`config.mk`:
```
export PLATFORM = sky130hd
export DESIGN_NAME = fvu_ram
export DESIGN_NICKNAME = d
export VERILOG_FILES = /design/src/rtl/core/fvu_ram.sv
export SDC_FILE = /design/constraint.sdc
export NUM_CORES = 1
export LEC_CHECK = 0
export ABC_CLOCK_PERIOD_IN_PS = 2300
export BUFFER_PORTS_ARGS = -buffer_cell sky130_fd_sc_hd__buf_4
export CAP_MARGIN = 15
export CELL_PAD_IN_SITES_DETAIL_PLACEMENT = 1
export CELL_PAD_IN_SITES_GLOBAL_PLACEMENT = 1
export CORE_AREA = 2 2 205 207
export CTS_CLUSTER_SIZE = 8
export DETAILED_ROUTE_END_ITERATION = 6
export DIE_AREA = 0 0 207 209
export PLACE_DENSITY = 0.8
export SYNTH_ARGS = -nofsm -noshare
export SYNTH_HDL_FRONTEND = slang
export SYNTH_SLANG_ARGS = --single-unit
```
`constraint.sdc`:
```
create_clock -name clk -period 2.3 [get_ports clk]
set_input_delay 0.46 -clock clk [delete_from_list [all_inputs] [get_ports clk]]
set_output_delay 0.46 -clock clk [all_outputs]
set_load 0.05 [all_outputs]
```
`src/rtl/core/fvu_ram.sv`:
```
`timescale 1ns / 1ps
// ----------------------------------------------------------------------------
// fvu_ram: generic simple dual-port RAM
// One write port, one read port, registered read data.
// ----------------------------------------------------------------------------
module fvu_ram #(
	parameter int WIDTH = 8,
	parameter int DEPTH = 64
) (
	input  logic                     clk,
	input  logic                     wr_en,
	input  logic [$clog2(DEPTH)-1:0] wr_addr,
	input  logic [WIDTH-1:0]         wr_data,
	input  logic                     rd_en,
	input  logic [$clog2(DEPTH)-1:0] rd_addr,
	output logic [WIDTH-1:0]         rd_data
);

	logic [WIDTH-1:0] mem_q [DEPTH];

	always_ff @(posedge clk) begin
		if (wr_en) begin
			mem_q[wr_addr] <= wr_data;
		end
		if (rd_en) begin
			rd_data <= mem_q[rd_addr];
		end
	end

endmodule

```
==> impl_metrics.py <==
metrics = {
    "sta": {
        "skew_ps": 20.6,
        "holdWs_ps": 246,
        "finalWorstSetupSlack_ps": 22.0,
        "relSlewSlack_pct": 48.7,
        "hold_viol_final": 0,
        "fmax_mhz": 439,
        "setup_viol": 0,
        "slew_viol_final": 0,
        "rsz0062_at_grt": "false",
        "min_period_ps": 2280,
        "post-route-period-util_pct": 99.0,
        "worstMarginPinSlew_ps": 770,
    },
    "worst_setup_path": {
        "critPathBufInv": 1,
        "reg2reg_depth": 6,
        "r2r-start": "mem_q[24][6]$_DFFE_PP_",
        "r2r_slack_ps": 20,
        "crit_chain": "mux4_2 -> mux2_2 -> o221a_2 -> nor3_1 -> buf_4 -> o32ai_1",
        "worstPathArrival_ps": 2600,
        "critPathKind": "register to register",
        "max_stage_delay_ps": 480,
        "critPathMaxFanout": 1,
        "critPathLaunchType": "register",
        "crit_required_ps": 2620,
        "critPathTopFamily": "multiplexers",
        "slowest_stage": "mux4_2",
        "r2r-end": "rd_data[6]$_DFFE_PP_",
        "endpoint_kind": "register",
    },
    "floorplanning": {
        "initial_core_util_pct": 49.0,
        "core_area_um2": 41300,
        "ios": 31,
        "die_w_um": 207,
        "die_h_um": 209,
        "rows": 75,
        "die_area_um2": 43300,
    },
    "grt": {
        "antenna_found_initial": 0,
        "grt_pass1_wl_mm": 80.0,
        "grt_usage_pct": 25.8,
        "grt_max_degree": 65,
        "overflow": 0,
        "grt_pass1_vias": 11510,
    },
    "yosys": {
        "synth_top_flop_cell": "edfxtp_1",
        "syn_area_per_cell_um2": 21.5,
        "synth_most_common_cell": "edfxtp_1",
        "yosys.area.top_type": "edfxtp_1",
        "postSynthCellCount": 940,
        "ys_warn_count": 0,
        "ys_seq_area_share_pct": 77.1,
        "synth_top_area_share_pct": 77.1,
        "synth_common_cells": "edfxtp_1, mux4_2, nor2_1, mux2i_1, nand2_1",
        "synth_edf_count": 520,
        "synth_area_leaders": "edfxtp_1, mux4_2, nor2_1, mux2i_1, mux2_2",
        "synthArstFlopShare_pct": 0,
        "syn-num-nets": 963,
        "syn-cell-area_um2": 20200,
        "ys_ff_latch": 520,
        "synth_cell_types": 39,
    },
    "clock_network": {
        "cts_tree": "built",
        "cts_max_level": 3,
        "clockBufferDepth": 3,
        "clock-sinks": 520,
        "clkSlewWorstSetupHoldPaths_ps": 50,
        "cts_hold_buf": 0,
        "cts_root_buf": "clkbuf_16",
        "cts_buffers": 74,
        "clk_latency_ps": 590,
    },
    "detailed_routing": {
        "vias": 10727,
        "avgViaCountPerCell": 6.39,
        "drc": 0,
        "wirelength_mm": 54.6,
        "drtIter0Drc": 1257,
        "ant_nets": 0,
        "post_drt_wl_per_cell_um": 32.5,
        "drt-pass1-iter-count": 5,
    },
    "outcome": {
        "status": "completed",
    },
    "pwr": {
        "p_leak_nw": 7.86,
        "peakVddDrop_uv": 485,
        "power.density_nw_per_um2": 891,
    },
    "min_path": {
        "whs_path_depth": 1,
        "worstHoldStart": "rd_en",
        "whs_endpoint": "rd_data[6]$_DFFE_PP_",
        "hold_path.class": "primary input to register",
    },
    "finish": {
        "nFillCells": 3522,
        "areaGrowthSynthToFinish_pct": 18.7,
        "register_area_um2": 15600,
        "fin_nets": 1159,
        "multiInputGateArea_um2": 4320,
        "drive_gt1_share_pct": 34.4,
    },
    "place": {
        "hpwl_mm": 32.8,
        "portBuffers": 30,
        "gp_congestion": 0.783,
        "dp_slack_ps": -495,
    },
    "run": {
        "drv_cap": 0,
    },
}
worst register-to-register path, stage by stage (launching register included):
cell and delay [ps]:
edfxtp_1 390, mux4_2 480, mux2_2 310, o221a_2 290, nor3_1 270, buf_4 190, o32ai_1 100
layer usage:
layer,GRT usage [%],vias to the layer above,part of all wire [%]
met4,11.7,0,3.7
li1,-,4298,-
met3,4.61,133,8.5
met2,41.7,674,50
met5,0,-,0
met1,34.5,5622,38
cell type report:
type                            count  share of cell area (%)
Antenna cell                        1                  0.0104
Clock inverter                      1                  0.0364
Tap cell                          539                    2.81
Clock buffer                       79                    8.23
Timing Repair Buffer              171                    5.99
Sequential cell                   520                    65.0
Multi-Input combinational cell    369                    18.0
through the flow:
| step | instances | utilization [%] | area, µm² | setup TNS, ps | power, mW |
|---|---|---|---|---|---|
| floorplan | 940 | - | 20200 | 0 | 11.3 |
| global placement | 1599 | 53.4 | 22000 | -2370 | 11.8 |
| detailed placement | 1599 | 53.4 | 22000 | -2930 | 11.9 |
| CTS | 1679 | 58.2 | 24000 | 0 | 21.5 |
| global route | 1679 | 58.2 | 24000 | 0 | 21.9 |
| finish | 1680 | 58.2 | 24000 | 0 | 21.4 |
registers in the layout (all words and copies together), names as in the netlist:
name     flops
mem_q      512
rd_data      8
report_power, final:
group | internal [mW] | leakage, nW | switching (mW)
clock | 5.96 | 0.978 | 3.71
combinational | 0.461 | 2.20 | 0.711
sequential | 10.5 | 4.69 | 0.0343
worst max path at each step:
stage | from | end | cells past startpoint
after global routing | mem_q[24][6]$_DFFE_PP_ | rd_data[6]$_DFFE_PP_ | 6
after global placement | rd_addr[0] | rd_data[7]$_DFFE_PP_ | 6
after CTS | mem_q[24][6]$_DFFE_PP_ | rd_data[6]$_DFFE_PP_ | 6
after floorplan | rd_addr[1] | rd_data[3]$_DFFE_PP_ | 7
after detailed placement | rd_addr[0] | rd_data[7]$_DFFE_PP_ | 6
final | mem_q[24][6]$_DFFE_PP_ | rd_data[6]$_DFFE_PP_ | 6
cells by family after synthesis:
logic type | share of synthesized area [%]
AO/OA/AOI/OAI | 2.06
flip-flops | 77.1
AND/OR/NAND/NOR | 3.37
buffers and inverters | 1.56
multiplexers | 15.9
what timing repair did:
action / 4_1_cts / 5_1_grt
setup buffers: 0 / 0
setup endpoints to repair: 0 / 1
resized for setup: 0 / 1
layout by cell type, fill, tap and decap left out, types with 4 or more instances in the layout:
cell type,n
edfxtp_1,520
buf_4,158
mux4_2,126
nor2_1,83
clkbuf_16,79
mux2i_1,23
nand2_1,19
nor2b_1,14
mux2_2,13
nand3_1,13
buf_12,12
o221ai_1,8
o22ai_1,8
nand2b_1,7
nor3_1,7
a221oi_1,6
a211oi_1,4
Power figures use the tool's default switching activity.
